## src/rtl/ptc_pkg.sv

```systemverilog
package ptc_pkg;

  // Field and register widths
  localparam int ANGLE_W = 16;
  localparam int ACC_W = 48;
  localparam int GAIN_W = 16;
  localparam int TIME_W = 16;
  localparam int DRIVE_W = 16;
  localparam int CFG_IDX_W = 3;
  localparam int CFG_DATA_W = 16;

  // Derived datapath widths
  localparam int ERR_W = ANGLE_W + 1;
  localparam int ESUM_W = ERR_W + 1;
  localparam int MA_W = GAIN_W + ESUM_W;
  localparam int MB_W = GAIN_W + 1;
  localparam int PROD_W = MA_W + MB_W;
  localparam int I_SHIFT = 17;
  localparam int INC_W = PROD_W - I_SHIFT;
  localparam int D_SCALE = 16;
  localparam int NUM_W = MA_W + D_SCALE;
  localparam int SUM_W = NUM_W + 2;
  localparam int ONE_SHIFT = 20;
  localparam int OUT_SHIFT = 6;

  localparam logic signed [DRIVE_W-1:0] DRIVE_MAX =
    DRIVE_W'(longint'(1) << (ONE_SHIFT - OUT_SHIFT));
  localparam logic signed [DRIVE_W-1:0] DRIVE_MIN = -DRIVE_MAX;

  // Configuration register indexes
  localparam logic [CFG_IDX_W-1:0] REG_SETPOINT = CFG_IDX_W'(0);
  localparam logic [CFG_IDX_W-1:0] REG_GAIN_P = CFG_IDX_W'(1);
  localparam logic [CFG_IDX_W-1:0] REG_GAIN_I = CFG_IDX_W'(2);
  localparam logic [CFG_IDX_W-1:0] REG_GAIN_D = CFG_IDX_W'(3);

  // Microprogram steps
  localparam int STEP_W = 4;
  typedef logic [STEP_W-1:0] step_t;

  localparam step_t S_IDLE = step_t'(0);
  localparam step_t S_MUL_P = step_t'(1);
  localparam step_t S_MUL_X = step_t'(2);
  localparam step_t S_MUL_XT = step_t'(3);
  localparam step_t S_MUL_M = step_t'(4);
  localparam step_t S_DIV_INIT = step_t'(5);
  localparam step_t S_DIV_LOOP = step_t'(6);
  localparam step_t S_SUM = step_t'(7);
  localparam step_t S_EMIT = step_t'(8);
  localparam step_t S_LAST = S_EMIT;

  typedef enum logic [1:0] {A_ERR, A_ESUM, A_PROD, A_DIFF} a_sel_t;
  typedef enum logic [1:0] {B_GP, B_GI, B_GD, B_TIME} b_sel_t;
  typedef enum logic [1:0] {C_NEVER, C_NO_INPUT, C_DIV_MORE, C_OUT_FULL} cond_t;

  // One control word of the microprogram
  typedef struct packed {
    logic accept;
    logic mul_en;
    a_sel_t a_sel;
    b_sel_t b_sel;
    logic ld_p;
    logic ld_integ;
    logic ld_neg;
    logic div_start;
    logic div_step;
    logic ld_sum;
    logic emit;
    cond_t cond;
    step_t target;
  } ctrl_t;

  // Status fed back to the sequencer for conditional jumps
  typedef struct packed {
    logic no_input;
    logic div_more;
    logic out_full;
  } stat_t;

  // Control store
  function automatic ctrl_t ucode(input step_t s);
    ctrl_t w;
    w = '0;
    case (s)
      S_IDLE: begin
        w.accept = 1'b1;
        w.cond = C_NO_INPUT;
        w.target = S_IDLE;
      end
      S_MUL_P: begin
        w.mul_en = 1'b1;
        w.a_sel = A_ERR;
        w.b_sel = B_GP;
      end
      S_MUL_X: begin
        w.mul_en = 1'b1;
        w.a_sel = A_ESUM;
        w.b_sel = B_GI;
        w.ld_p = 1'b1;
      end
      S_MUL_XT: begin
        w.mul_en = 1'b1;
        w.a_sel = A_PROD;
        w.b_sel = B_TIME;
      end
      S_MUL_M: begin
        w.mul_en = 1'b1;
        w.a_sel = A_DIFF;
        w.b_sel = B_GD;
        w.ld_integ = 1'b1;
        w.ld_neg = 1'b1;
      end
      S_DIV_INIT: begin
        w.div_start = 1'b1;
      end
      S_DIV_LOOP: begin
        w.div_step = 1'b1;
        w.cond = C_DIV_MORE;
        w.target = S_DIV_LOOP;
      end
      S_SUM: begin
        w.ld_sum = 1'b1;
      end
      S_EMIT: begin
        w.emit = 1'b1;
        w.cond = C_OUT_FULL;
        w.target = S_EMIT;
      end
      default: w = '0;
    endcase
    return w;
  endfunction

endpackage

```

## src/rtl/ptc_sequencer.sv

```systemverilog
module ptc_sequencer (
  input  logic           clk,
  input  logic           rst_n,
  input  ptc_pkg::stat_t stat,
  output ptc_pkg::ctrl_t ctrl
);
  import ptc_pkg::*;

  step_t step_r;
  step_t step_nxt;
  logic  take;

  // Fetch the control word of the current step
  assign ctrl = ucode(step_r);

  // Evaluate the jump condition
  always_comb begin
    case (ctrl.cond)
      C_NEVER:    take = 1'b0;
      C_NO_INPUT: take = stat.no_input;
      C_DIV_MORE: take = stat.div_more;
      C_OUT_FULL: take = stat.out_full;
      default:    take = 1'b0;
    endcase
  end

  // Jump, wrap at the end of the program, or advance
  always_comb begin
    if (take) begin
      step_nxt = ctrl.target;
    end else if (step_r == S_LAST) begin
      step_nxt = S_IDLE;
    end else begin
      step_nxt = step_r + step_t'(1);
    end
  end

  always_ff @(posedge clk) begin
    if (!rst_n) begin
      step_r <= S_IDLE;
    end else begin
      step_r <= step_nxt;
    end
  end

endmodule

```

## src/rtl/ptc_divider.sv

```systemverilog
module ptc_divider (
  input  logic                      clk,
  input  logic                      rst_n,
  input  logic                      start,
  input  logic                      step,
  input  logic [ptc_pkg::NUM_W-1:0]  num,
  input  logic [ptc_pkg::TIME_W-1:0] den,
  output logic [ptc_pkg::NUM_W-1:0]  quo,
  output logic                      more
);
  import ptc_pkg::*;

  localparam int CNT_W = $clog2(NUM_W + 1);

  logic [TIME_W-1:0] rem_r;
  logic [NUM_W-1:0]  quo_r;
  logic [CNT_W-1:0]  cnt_r;
  logic [TIME_W:0]   trial;
  logic [TIME_W:0]   trial_sub;
  logic              fits;

  // Shift in the next dividend bit and try the subtraction
  assign trial = {rem_r, quo_r[NUM_W-1]};
  assign trial_sub = trial - {1'b0, den};
  assign fits = trial >= {1'b0, den};

  assign quo = quo_r;
  assign more = cnt_r > CNT_W'(1);

  // Remainder and quotient shift register
  always_ff @(posedge clk) begin
    if (start) begin
      rem_r <= '0;
      quo_r <= num;
    end else if (step) begin
      rem_r <= fits ? trial_sub[TIME_W-1:0] : trial[TIME_W-1:0];
      quo_r <= {quo_r[NUM_W-2:0], fits};
    end
  end

  // Bit counter
  always_ff @(posedge clk) begin
    if (!rst_n) begin
      cnt_r <= '0;
    end else if (start) begin
      cnt_r <= CNT_W'(NUM_W);
    end else if (step) begin
      cnt_r <= cnt_r - CNT_W'(1);
    end
  end

endmodule

```

## src/rtl/ptc_datapath.sv

```systemverilog
module ptc_datapath (
  input  logic                                clk,
  input  logic                                rst_n,
  input  ptc_pkg::ctrl_t                      ctrl,
  output ptc_pkg::stat_t                      stat,
  input  logic                                cfg_we,
  input  logic [ptc_pkg::CFG_IDX_W-1:0]        cfg_index,
  input  logic [ptc_pkg::CFG_DATA_W-1:0]       cfg_wdata,
  input  logic                                in_valid,
  input  logic signed [ptc_pkg::ANGLE_W-1:0]   in_measured_angle,
  input  logic [ptc_pkg::TIME_W-1:0]           in_elapsed_time,
  output logic                                out_valid,
  input  logic                                out_ready,
  output logic signed [ptc_pkg::DRIVE_W-1:0]   out_drive,
  output logic                                out_clamped
);
  import ptc_pkg::*;

  localparam logic signed [SUM_W-1:0] POS_LIM = SUM_W'(longint'(1) << ONE_SHIFT);
  localparam logic signed [SUM_W-1:0] NEG_LIM = -POS_LIM;
  localparam logic signed [ACC_W-1:0] ACC_MAX = {1'b0, {(ACC_W-1){1'b1}}};
  localparam logic signed [ACC_W-1:0] ACC_MIN = {1'b1, {(ACC_W-1){1'b0}}};

  // Configuration registers
  logic signed [ANGLE_W-1:0] setpoint_r;
  logic [GAIN_W-1:0]         gain_p_r;
  logic [GAIN_W-1:0]         gain_i_r;
  logic [GAIN_W-1:0]         gain_d_r;

  // Controller state
  logic signed [ERR_W-1:0]   prev_err_r;
  logic signed [ACC_W-1:0]   integ_r;

  // Working registers
  logic signed [ERR_W-1:0]   err_r;
  logic [TIME_W-1:0]         time_r;
  logic signed [PROD_W-1:0]  prod_r;
  logic signed [MA_W-1:0]    p_r;
  logic                      neg_r;
  logic signed [SUM_W-1:0]   sum_r;

  logic                      out_valid_r;
  logic signed [DRIVE_W-1:0] out_drive_r;
  logic                      out_clamped_r;

  logic                      acc_go;
  logic                      emit_go;
  logic signed [ERR_W-1:0]   err_nxt;
  logic signed [ESUM_W-1:0]  esum;
  logic signed [ESUM_W-1:0]  ediff;
  logic [ESUM_W-1:0]         ediff_mag;
  logic signed [MA_W-1:0]    mul_a;
  logic signed [MB_W-1:0]    mul_b;
  logic signed [INC_W-1:0]   inc;
  logic signed [ACC_W:0]     isum;
  logic signed [ACC_W-1:0]   integ_nxt;
  logic [NUM_W-1:0]          div_num;
  logic [NUM_W-1:0]          div_quo;
  logic                      div_more;
  logic signed [SUM_W-1:0]   d_val;
  logic signed [SUM_W-1:0]   sum_nxt;
  logic signed [DRIVE_W-1:0] drive_nxt;
  logic                      clamped_nxt;

  assign acc_go = ctrl.accept && in_valid;
  assign emit_go = ctrl.emit && (!out_valid_r || out_ready);

  assign stat.no_input = !in_valid;
  assign stat.div_more = div_more;
  assign stat.out_full = out_valid_r && !out_ready;

  // Write configuration registers; unknown indexes drop
  always_ff @(posedge clk) begin
    if (!rst_n) begin
      setpoint_r <= '0;
      gain_p_r <= '0;
      gain_i_r <= '0;
      gain_d_r <= '0;
    end else if (cfg_we) begin
      case (cfg_index)
        REG_SETPOINT: setpoint_r <= cfg_wdata[ANGLE_W-1:0];
        REG_GAIN_P:   gain_p_r <= cfg_wdata[GAIN_W-1:0];
        REG_GAIN_I:   gain_i_r <= cfg_wdata[GAIN_W-1:0];
        REG_GAIN_D:   gain_d_r <= cfg_wdata[GAIN_W-1:0];
        default: ;
      endcase
    end
  end

  // Error terms
  assign err_nxt = {setpoint_r[ANGLE_W-1], setpoint_r}
                 - {in_measured_angle[ANGLE_W-1], in_measured_angle};
  assign esum = {err_r[ERR_W-1], err_r} + {prev_err_r[ERR_W-1], prev_err_r};
  assign ediff = {err_r[ERR_W-1], err_r} - {prev_err_r[ERR_W-1], prev_err_r};
  assign ediff_mag = ediff[ESUM_W-1] ? -ediff : ediff;

  // Latch the input word; a zero time counts as one LSB
  always_ff @(posedge clk) begin
    if (acc_go) begin
      err_r <= err_nxt;
      time_r <= (in_elapsed_time == '0) ? TIME_W'(1) : in_elapsed_time;
    end
  end

  // Shared multiplier operand select
  always_comb begin
    case (ctrl.a_sel)
      A_ERR:   mul_a = {{(MA_W-ERR_W){err_r[ERR_W-1]}}, err_r};
      A_ESUM:  mul_a = {{(MA_W-ESUM_W){esum[ESUM_W-1]}}, esum};
      A_PROD:  mul_a = prod_r[MA_W-1:0];
      A_DIFF:  mul_a = {{(MA_W-ESUM_W){1'b0}}, ediff_mag};
      default: mul_a = '0;
    endcase
  end

  always_comb begin
    case (ctrl.b_sel)
      B_GP:    mul_b = {1'b0, gain_p_r};
      B_GI:    mul_b = {1'b0, gain_i_r};
      B_GD:    mul_b = {1'b0, gain_d_r};
      B_TIME:  mul_b = {{(MB_W-TIME_W){1'b0}}, time_r};
      default: mul_b = '0;
    endcase
  end

  // Multiply and register the product
  always_ff @(posedge clk) begin
    if (ctrl.mul_en) begin
      prod_r <= mul_a * mul_b;
    end
  end

  // Hold the proportional term and the derivative sign
  always_ff @(posedge clk) begin
    if (ctrl.ld_p) begin
      p_r <= prod_r[MA_W-1:0];
    end
    if (ctrl.ld_neg) begin
      neg_r <= ediff[ESUM_W-1];
    end
  end

  // Integral increment is floor(x * t / 2^17); saturate the accumulator
  assign inc = prod_r[PROD_W-1:I_SHIFT];
  assign isum = {integ_r[ACC_W-1], integ_r}
              + {{(ACC_W+1-INC_W){inc[INC_W-1]}}, inc};

  always_comb begin
    if (isum[ACC_W] != isum[ACC_W-1]) begin
      integ_nxt = isum[ACC_W] ? ACC_MIN : ACC_MAX;
    end else begin
      integ_nxt = isum[ACC_W-1:0];
    end
  end

  // Advance the controller state
  always_ff @(posedge clk) begin
    if (!rst_n) begin
      integ_r <= '0;
      prev_err_r <= '0;
    end else begin
      if (ctrl.ld_integ) begin
        integ_r <= integ_nxt;
      end
      if (ctrl.ld_sum) begin
        prev_err_r <= err_r;
      end
    end
  end

  // Derivative magnitude: floor(m * 2^16 / t), one quotient bit per step
  assign div_num = {prod_r[MA_W-1:0], {D_SCALE{1'b0}}};

  ptc_divider u_div (
    .clk   (clk),
    .rst_n (rst_n),
    .start (ctrl.div_start),
    .step  (ctrl.div_step),
    .num   (div_num),
    .den   (time_r),
    .quo   (div_quo),
    .more  (div_more)
  );

  // Sum P, I and D
  always_comb begin
    d_val = {{(SUM_W-NUM_W){1'b0}}, div_quo};
    if (neg_r) begin
      d_val = -d_val;
    end
    sum_nxt = {{(SUM_W-MA_W){p_r[MA_W-1]}}, p_r}
            + d_val
            + {{(SUM_W-ACC_W){integ_r[ACC_W-1]}}, integ_r};
  end

  always_ff @(posedge clk) begin
    if (ctrl.ld_sum) begin
      sum_r <= sum_nxt;
    end
  end

  // Clamp to plus or minus one and scale to the drive format
  always_comb begin
    if (sum_r > POS_LIM) begin
      drive_nxt = DRIVE_MAX;
      clamped_nxt = 1'b1;
    end else if (sum_r < NEG_LIM) begin
      drive_nxt = DRIVE_MIN;
      clamped_nxt = 1'b1;
    end else begin
      drive_nxt = sum_r[OUT_SHIFT+DRIVE_W-1:OUT_SHIFT];
      clamped_nxt = 1'b0;
    end
  end

  // Output register
  always_ff @(posedge clk) begin
    if (!rst_n) begin
      out_valid_r <= 1'b0;
    end else if (emit_go) begin
      out_valid_r <= 1'b1;
    end else if (out_ready) begin
      out_valid_r <= 1'b0;
    end
  end

  always_ff @(posedge clk) begin
    if (emit_go) begin
      out_drive_r <= drive_nxt;
      out_clamped_r <= clamped_nxt;
    end
  end

  assign out_valid = out_valid_r;
  assign out_drive = out_drive_r;
  assign out_clamped = out_clamped_r;

endmodule

```

## src/rtl/pid_tilt_controller.sv

```systemverilog
// PID tilt controller with trapezoidal integral. Each input word (angle in
// Q3.12 rad, elapsed time in Q0.16 s) yields one output word: the drive
// command in Q1.14, clamped to +-1.0, and a flag set when the clamp acted.
// Gains are Q8.8, written with the setpoint through the cfg_ port while the
// block is idle; index 0 setpoint, 1 P, 2 I, 3 D, other indexes are ignored.
// A small microprogram steps one shared 34x17 multiplier through the P, I
// and D products and runs a serial divider for the derivative. A word
// passes through 7 control steps and a divider loop that yields its 50
// quotient bits, one per step, before the result is loaded; the loop is
// the longest part of the program. in_ready is high only at the idle step,
// which comes again once the result has been loaded; a finished result
// waits in the output register while the next word is accepted and worked
// on; a result is held back only if the previous one is not yet taken.
module pid_tilt_controller (
  input  logic                                clk,
  input  logic                                rst_n,
  input  logic                                cfg_we,
  input  logic [ptc_pkg::CFG_IDX_W-1:0]        cfg_index,
  input  logic [ptc_pkg::CFG_DATA_W-1:0]       cfg_wdata,
  input  logic                                in_valid,
  output logic                                in_ready,
  input  logic signed [ptc_pkg::ANGLE_W-1:0]   in_measured_angle,
  input  logic [ptc_pkg::TIME_W-1:0]           in_elapsed_time,
  output logic                                out_valid,
  input  logic                                out_ready,
  output logic signed [ptc_pkg::DRIVE_W-1:0]   out_drive,
  output logic                                out_clamped
);
  import ptc_pkg::*;

  ctrl_t ctrl;
  stat_t stat;

  // Program sequencer
  ptc_sequencer u_seq (
    .clk   (clk),
    .rst_n (rst_n),
    .stat  (stat),
    .ctrl  (ctrl)
  );

  // Arithmetic datapath
  ptc_datapath u_dp (
    .clk               (clk),
    .rst_n             (rst_n),
    .ctrl              (ctrl),
    .stat              (stat),
    .cfg_we            (cfg_we),
    .cfg_index         (cfg_index),
    .cfg_wdata         (cfg_wdata),
    .in_valid          (in_valid),
    .in_measured_angle (in_measured_angle),
    .in_elapsed_time   (in_elapsed_time),
    .out_valid         (out_valid),
    .out_ready         (out_ready),
    .out_drive         (out_drive),
    .out_clamped       (out_clamped)
  );

  assign in_ready = ctrl.accept;

endmodule

```

## config.mk

```make
export PLATFORM = sky130hd
export DESIGN_NAME = pid_tilt_controller
export DESIGN_NICKNAME = d
export VERILOG_FILES = /design/src/rtl/ptc_pkg.sv /design/src/rtl/ptc_sequencer.sv /design/src/rtl/ptc_divider.sv /design/src/rtl/ptc_datapath.sv /design/src/rtl/pid_tilt_controller.sv
export SDC_FILE = /design/constraint.sdc
export NUM_CORES = 2
export LEC_CHECK = 0
export ABC_CLOCK_PERIOD_IN_PS = 23500
export BUFFER_PORTS_ARGS = -buffer_cell sky130_fd_sc_hd__buf_2
export CELL_PAD_IN_SITES_DETAIL_PLACEMENT = 0
export CELL_PAD_IN_SITES_GLOBAL_PLACEMENT = 2
export CORE_MARGIN = 1
export CORE_UTILIZATION = 42
export CTS_CLUSTER_DIAMETER = 50
export DETAILED_ROUTE_END_ITERATION = 8
export GPL_TIMING_DRIVEN = 1
export PLACE_DENSITY_LB_ADDON = 0.12
export SYNTH_ARGS = -nofsm -noshare
export SYNTH_HDL_FRONTEND = slang
export SYNTH_SLANG_ARGS = --single-unit
```

## constraint.sdc

```tcl
create_clock -name clk -period 23.5 [get_ports clk]
set_input_delay 2.35 -clock clk [delete_from_list [all_inputs] [get_ports clk]]
set_output_delay 2.35 -clock clk [all_outputs]
set_load 0.005 [all_outputs]
```

== Word level (Yosys, flattened, before mapping) ==
Cells that the tools add are included.
Word-level totals
  register bits after elaboration: 394
  latch bits: 0
  bits in writable memories: 0
  bits in read-only memories: 0
  input bits: 56
  output and inout bits: 19
  word-level logic and storage cells: 108
  memories: 0
Operators by class
  add/sub/neg operators: 11
  multiply operators: 1
  divide/modulo/power cells: 0
  $lt $le $gt $ge: 4
  equal/unequal tests: 21
  shifts and indexed selects: 0
  muxes and demuxes: 27
  bitwise gates (word level): 1
  reduce and logical (&&, ||, !) cells: 21
Operators by type and width (count)
  34-bit one-hot mux with 4 select lines: 1
  52-bit adder: 2
  50-bit 2-to-1 mux: 2
  48-bit 2-to-1 mux: 2
  17-bit one-hot mux with 4 select lines: 1
  52-bit by 22-bit > comparator with 1-bit output, second input constant: 1
  52-bit by 21-bit < comparator with 1-bit output, second input constant: 1
  52-bit 2-to-1 mux: 1
  50-bit negator with 52-bit output: 1
  34-bit by 17-bit multiplier with 51-bit output: 1
  48-bit by 34-bit adder with 49-bit output: 1
  16-bit 2-to-1 mux: 2
  5-bit one-hot mux with 4 select lines: 1
  17-bit by 17-bit adder with 18-bit output: 1
  18-bit 2-to-1 mux: 1
  18-bit negator: 1
  6-bit one-hot mux with 3 select lines: 1
  17-bit by 17-bit subtractor with 18-bit output: 1
  17-bit by 16-bit >= comparator with 1-bit output: 1
  16-bit by 16-bit subtractor with 17-bit output: 1
  4-bit by 3-bit equality test with 1-bit output, second input constant: 4
  16-bit zero test: 1
  16-bit subtractor: 1
  2-bit equality test, second input constant: 6
  other kinds (25): 50

== Logic depth before layout (Yosys ltp) ==
  depth after elaboration: 5
  gate-level depth with buffers: 40

== Cells and area by module ==
Synthesis repeated with hierarchy kept, for this count alone.
Second synthesis, totals
  cell total of the unflattened synthesis: 5195
  area, all modules: 46590.9 µm²
Modules (own cells, without submodules)
  ptc_datapath: instances 1, cells an instance 4799, area each 42154.2 µm², seq. area each 8247.9 µm²
  ptc_divider: instances 1, cells an instance 340, area each 3977.6 µm², seq. area each 1941.9 µm²
  ptc_sequencer: instances 1, cells an instance 56, area each 459.2 µm², seq. area each 80.1 µm²

== Worst setup path before layout ==
Ideal clock, no wire load.
  kind: reg2reg
  from: register u_dp.err_r[9]
  to: register u_dp.prod_r[49], data pin
  setup time: 0.195 ns
  arrival time: 9.062 ns
  required time: 23.305 ns
  path slack: 14.243 ns
  stages on the path, launching flop included: 37
  path buffers: 3
  path through: edfxtp_1 -> ha_1 -> clkbuf_1 -> inv_1 -> o41ai_1 -> o21ai_0 -> o211ai_1 -> and2_1 -> clkbuf_1 -> clkinv_1 -> nand2_1 -> xor2_1 -> o22ai_1 -> clkbuf_1 -> nand2_1 -> fa_1 -> inv_1 -> fa_1 -> inv_1 -> fa_1 -> inv_1 -> fa_1 -> fa_1 -> inv_1 -> fa_1 -> inv_1 -> ha_1 -> inv_1 -> o221ai_1 -> a21o_1 -> a41o_1 -> a211o_1 -> a211oi_1 -> o31a_1 -> o21ai_0 -> a21o_1 -> o311ai_0
Between the ends
  word-level cells in the longest chain between the ends: 5
  elaborated cells between the ends (all ways): 6
RTL lines
  start: declaration: line ptc_datapath.sv:35  | logic signed [ERR_W-1:0] err_r;
  start signal: assignment: line ptc_datapath.sv:100  | err_r <= err_nxt;
  17-bit by 17-bit subtractor with 18-bit output *: line ptc_datapath.sv:94  | assign ediff = {err_r[ERR_W-1], err_r} - {prev_err_r[ERR_W-1], prev_err_r};
  named net u_dp.ediff[17]: line ptc_datapath.sv:50  | logic signed [ESUM_W-1:0] ediff;
  18-bit negator: line ptc_datapath.sv:95  | assign ediff_mag = ediff[ESUM_W-1] ? -ediff : ediff;
  18-bit 2-to-1 mux *: line ptc_datapath.sv:95
  34-bit one-hot mux with 4 select lines *: line ptc_datapath.sv:107  | case (ctrl.a_sel)
  34-bit by 17-bit multiplier with 51-bit output *: line ptc_datapath.sv:129  | prod_r <= mul_a * mul_b;
  end signal: assignment: line ptc_datapath.sv:129
  end: declaration: line ptc_datapath.sv:37  | logic signed [PROD_W-1:0] prod_r;
The timed path passes the listed nets; every way through them passes the cells marked *.
A chain may end at the register's enable or synchronous reset.

== Worst setup path after layout ==
  from: register u_dp.err_r[1]
  to: register u_dp.prod_r[49], data pin
Between the ends
  word-level cells in the longest chain between the ends: 5
  elaborated cells between the ends (all ways): 6
RTL lines (line)
  17-bit by 17-bit subtractor with 18-bit output: ptc_datapath.sv:94
  18-bit negator: ptc_datapath.sv:95
  18-bit 2-to-1 mux: ptc_datapath.sv:95
  34-bit one-hot mux with 4 select lines *: ptc_datapath.sv:107
  34-bit by 17-bit multiplier with 51-bit output *: ptc_datapath.sv:129
Every way passes the cells marked *; elsewhere a longest branch is shown, timed or not.

==> qor_table.md <==
| Group | Result | This run |
| --- | --- | --- |
| outcome | Outcome | complete, no violations |
| critical path | Library cell appearing most often on the critical path | fa_1 |
| clock tree | Sink count of the clock tree | 394 |
| synth | Number of warning messages in the yosys log | 0 |
| place | Instance area after placement | 0.0475 sq mm |
| critical path | Data required time at the worst endpoint | 23900 ps |
| sta | Max Freq | 92.4 MHz |
| sta | Headroom to the max-slew limit | 0.0635 |
| die | Horizontal extent of the die | 332 um |
| power | Static leakage | 22.1 nW |
| synth | Net count after synthesis | 6170 |
| critical path | CP max stage delay | 870 ps |
| sta | Final Hold Viols | 0 |
| clock tree | Clock insertion delay at the later pin of the skew report | 640 ps |
| power | Pwr Density | 142 mW/mm^2 |
| clock tree | Cts-stage hold buffer count | 0 |
| sta | Worst hold slack across all endpoints | 453 ps |
| critical path | Worst-path maximum fanout | 16 |
| power | Psw | 3.62 mW |
| power | Portion of total power attributed to sequential cells | 0.161 |
| routing | Post-route DRC | 0 |
| finish | Final instance area | 0.0492 sq mm |
| clock tree | Clock Tree Root | clkbuf_16 |
| routing | Wirelength per Cell | 21.5 um |
| routing | Router iterations before antenna repair | 6 |
| synth | Async set or reset register ratio after synthesis | 0 |
| sta | Setup Skew | 45.4 ps |
| clock tree | Level count of the clock H-tree | 2 |
| finish | Fraction of final layout cells with drive strength greater than 1 | 0.0574 |
| global route | Overflow after GRT | 0 |
| routing | First DRT Iteration DRCs | 2674 |
| global route | Total global-route track usage | 0.264 |
| die | Boundary pin count | 75 |
| sta | Share of the clock period used by the worst path | 0.461 |
| critical path | Arrival time at the worst endpoint | 11230 ps |
| worst hold path | Path type of the worst min-delay path | flip-flop to flip-flop |
| clock tree | Clock transition at the registers of the reported paths | 60 ps |
| synth | Number of flip-flops and latches in the synthesized netlist | 394 |
| global route | Antenna violations before repair | 4 |
| synth | Number of enable flip-flop cells after synthesis | 222 |
| critical path | Critical path's slowest cell | o2bb2a_1 |
| finish | Most used cells in the layout excluding fill and tap cells | inv_1, nand2_1, fa_1 |
| finish | Final net count | 6131 |
| place | GP Congestion | 0.876 |
| routing | Vias/cell | 5.41 |
| power | Worst IR drop on VDD | 120 uV |
| synth | Post-synthesis instance area | 0.0456 sq mm |
| power | Clock power share | 0.112 |
| sta | Least-Margin Pin Slew | 1400 ps |
| synth | Ys flop type | edfxtp_1 |
| clock tree | Number of buffers added by the clock tree synthesis step | 49 |
| routing | Total detailed-routing wirelength | 143000 um |
| sta | Minimum clock period after layout | 10820 ps |
| clock tree | Clock Tree Buf Depth | 3 |
| critical path | Startpoint type of the worst setup path | flip-flop |
| global route | Vias in the first global route | 36800 |
| routing | Via count | 36000 |
| die | Initial Utilization | 0.425 |
| clock tree | CTS tree | built |
| sta | Max Slew Vio Count | 0 |
| place | Count of input and output buffers | 74 |
| critical path | CP Class | flip-flop to flip-flop |
| global route | Largest net degree at the start of global routing | 69 |
| run | Number of max-cap violations | 0 |
| power | Switching share of total power | 0.520 |
| die | Area enclosed by the die boundary | 0.110 sq mm |
| synth | Number of distinct library cells after synthesis | 95 |
| sta | Setup TNS Final | 0 ps |
| power | Combinational group share of total power | 0.727 |
| die | Core area | 0.107 sq mm |
| critical path | Crit. End Element | flip-flop |
| die | DIE HEIGHT | 332 um |
| sta | Setup repair after global routing missed its margin | false |
| finish | Layout overhead on the synthesized area | 7.75% |
| sta | Total setup violations reported at the end of the flow | 0 |
| synth | Syn Inst Count | 5247 |
| routing | Final ANT Viol Nets | 0 |
| place | DP HPWL | 112000 um |
| finish | Most common library cell in the layout ignoring fill and taps | inv_1 |
| synth | Post-synthesis sequential area ratio | 0.222 |
| die | Std cell rows | 120 |
| place | Number of cells in the design after placement | 6560 |
| global route | First-pass GRT wire length | 224000 um |
| finish | Filler-free cell count of the finished design | 6651 |
| clock tree | Number of post-CTS setup repair buffers | 0 |
| synth | Average size of a mapped cell | 8.70 sq um |
| power | Internal Pwr Total | 3.35 mW |
| clock tree | PostCTS Resize Cnt | 0 |
layer usage:
layer  track usage  vias to the layer above  share of wire
met3        0.0246                      143          0.049
met2         0.435                      886           0.46
li1              -                    17000              -
met1         0.378                    17900           0.47
met5             0                        -              0
met4        0.0508                        0          0.020
path summary, 6_finish.rpt:
kind	endpoint	cells past startpoint	start	slack, ps
setup / recovery	u_dp.prod_r[49]$_DFFE_PP_	32	u_dp.err_r[1]$_DFFE_PP_	12680
hold / removal	u_dp.gain_i_r[3]$_SDFFE_PN0P_	2	u_dp.gain_i_r[3]$_SDFFE_PN0P_	450
setup reg to reg	u_dp.prod_r[49]$_DFFE_PP_	32	u_dp.err_r[1]$_DFFE_PP_	12680
hold reg to reg	u_dp.gain_i_r[3]$_SDFFE_PN0P_	2	u_dp.gain_i_r[3]$_SDFFE_PN0P_	450
power by group through the flow:
stage          Clock (mW)  Sequential (mW)  Combinational, mW
2_1_floorplan           0             1.04               3.64
3_3_place_gp            0             1.13               5.08
3_5_place_dp            0             1.14               5.06
4_1_cts             0.801             1.12               5.11
5_1_grt             0.824             1.12               5.74
6_report            0.783             1.12               5.07
per-stage QoR:
step	setup slack (ps)	utilization	power, mW
2_1_floorplan	14240	-	4.68
3_3_place_gp	12920	0.443	6.21
3_5_place_dp	12790	0.443	6.20
4_1_cts	12720	0.458	7.03
5_1_grt	12160	0.458	7.68
6_report	12680	0.458	6.97
kinds of logic (layout without fill, tap and decap cells):
kind of cell	Yosys count	after routing	synth area share
AO/OA/AOI/OAI	1068	1068	0.150
AND/OR/NAND/NOR	1434	1434	0.141
XOR/XNOR	244	244	0.0470
adder cells (fa/ha/maj)	885	885	0.336
other	0	1	0
buffers and inverters	1199	1199	0.0988
multiplexers	23	23	0.00513
flip-flops	394	394	0.222
layout make-up:
class	instances	area, sq um
Antenna cell	1	2.50
Tap cell	1403	1760
Inverter	956	3590
Clock inverter	32	357
Sequential cell	394	10100
Timing Repair Buffer	153	963
Multi-Input combinational cell	3654	31100
Clock buffer	58	1300
Fill cell	10700	58200
state kept, by name (all words and copies together), names as in the netlist:
register	count
u_dp.integ_r	48
u_dp.out_drive	16
u_dp.gain_p_r	16
u_dp.u_div.quo	50
u_dp.prev_err_r	17
u_dp.time_r	16
u_dp.gain_i_r	16
u_dp.neg_r	1
u_dp.prod_r	51
u_dp.setpoint_r	16
u_dp.sum_r	52
u_dp.u_div.cnt_r	6
u_dp.gain_d_r	16
u_dp.u_div.rem_r	16
u_dp.out_clamped	1
u_dp.p_r	34
u_dp.out_valid	1
u_dp.err_r	17
u_seq.step_r	4
cells in the mapped netlist, types with 29 or more instances:
cell type,n,area [sq um]
inv_1,952,3570
nor3_1,66,330
nand3_1,65,325
nor2_1,284,1070
nor2b_1,61,382
a221oi_1,31,272
edfxtp_1,222,6670
o21a_1,41,308
dfxtp_1,172,3440
xnor2_1,136,1190
nand2_1,707,2650
a22o_1,47,412
and2_1,63,394
xor2_1,107,937
fa_1,574,11500
a21o_1,110,826
nor4_1,29,181
ha_1,293,3670
a31oi_1,37,231
and3_1,29,181
a21oi_1,333,1670
nand4_1,33,206
o21ai_0,223,1120
clkbuf_1,234,878
worst max-delay path: cells and delay by family (launching register included):
| family | cells | cell delay [ps] |
|---|---|---|
| adders and majority gates | 8 | 3790 |
| xor gates and xnor gates | 1 | 150 |
| buffers and inverters | 3 | 140 |
| and+or+nand+nor | 5 | 1030 |
| AOI/OAI and AO/OA | 15 | 4960 |
| DFF | 1 | 470 |
Power figures use the tool's default switching activity.
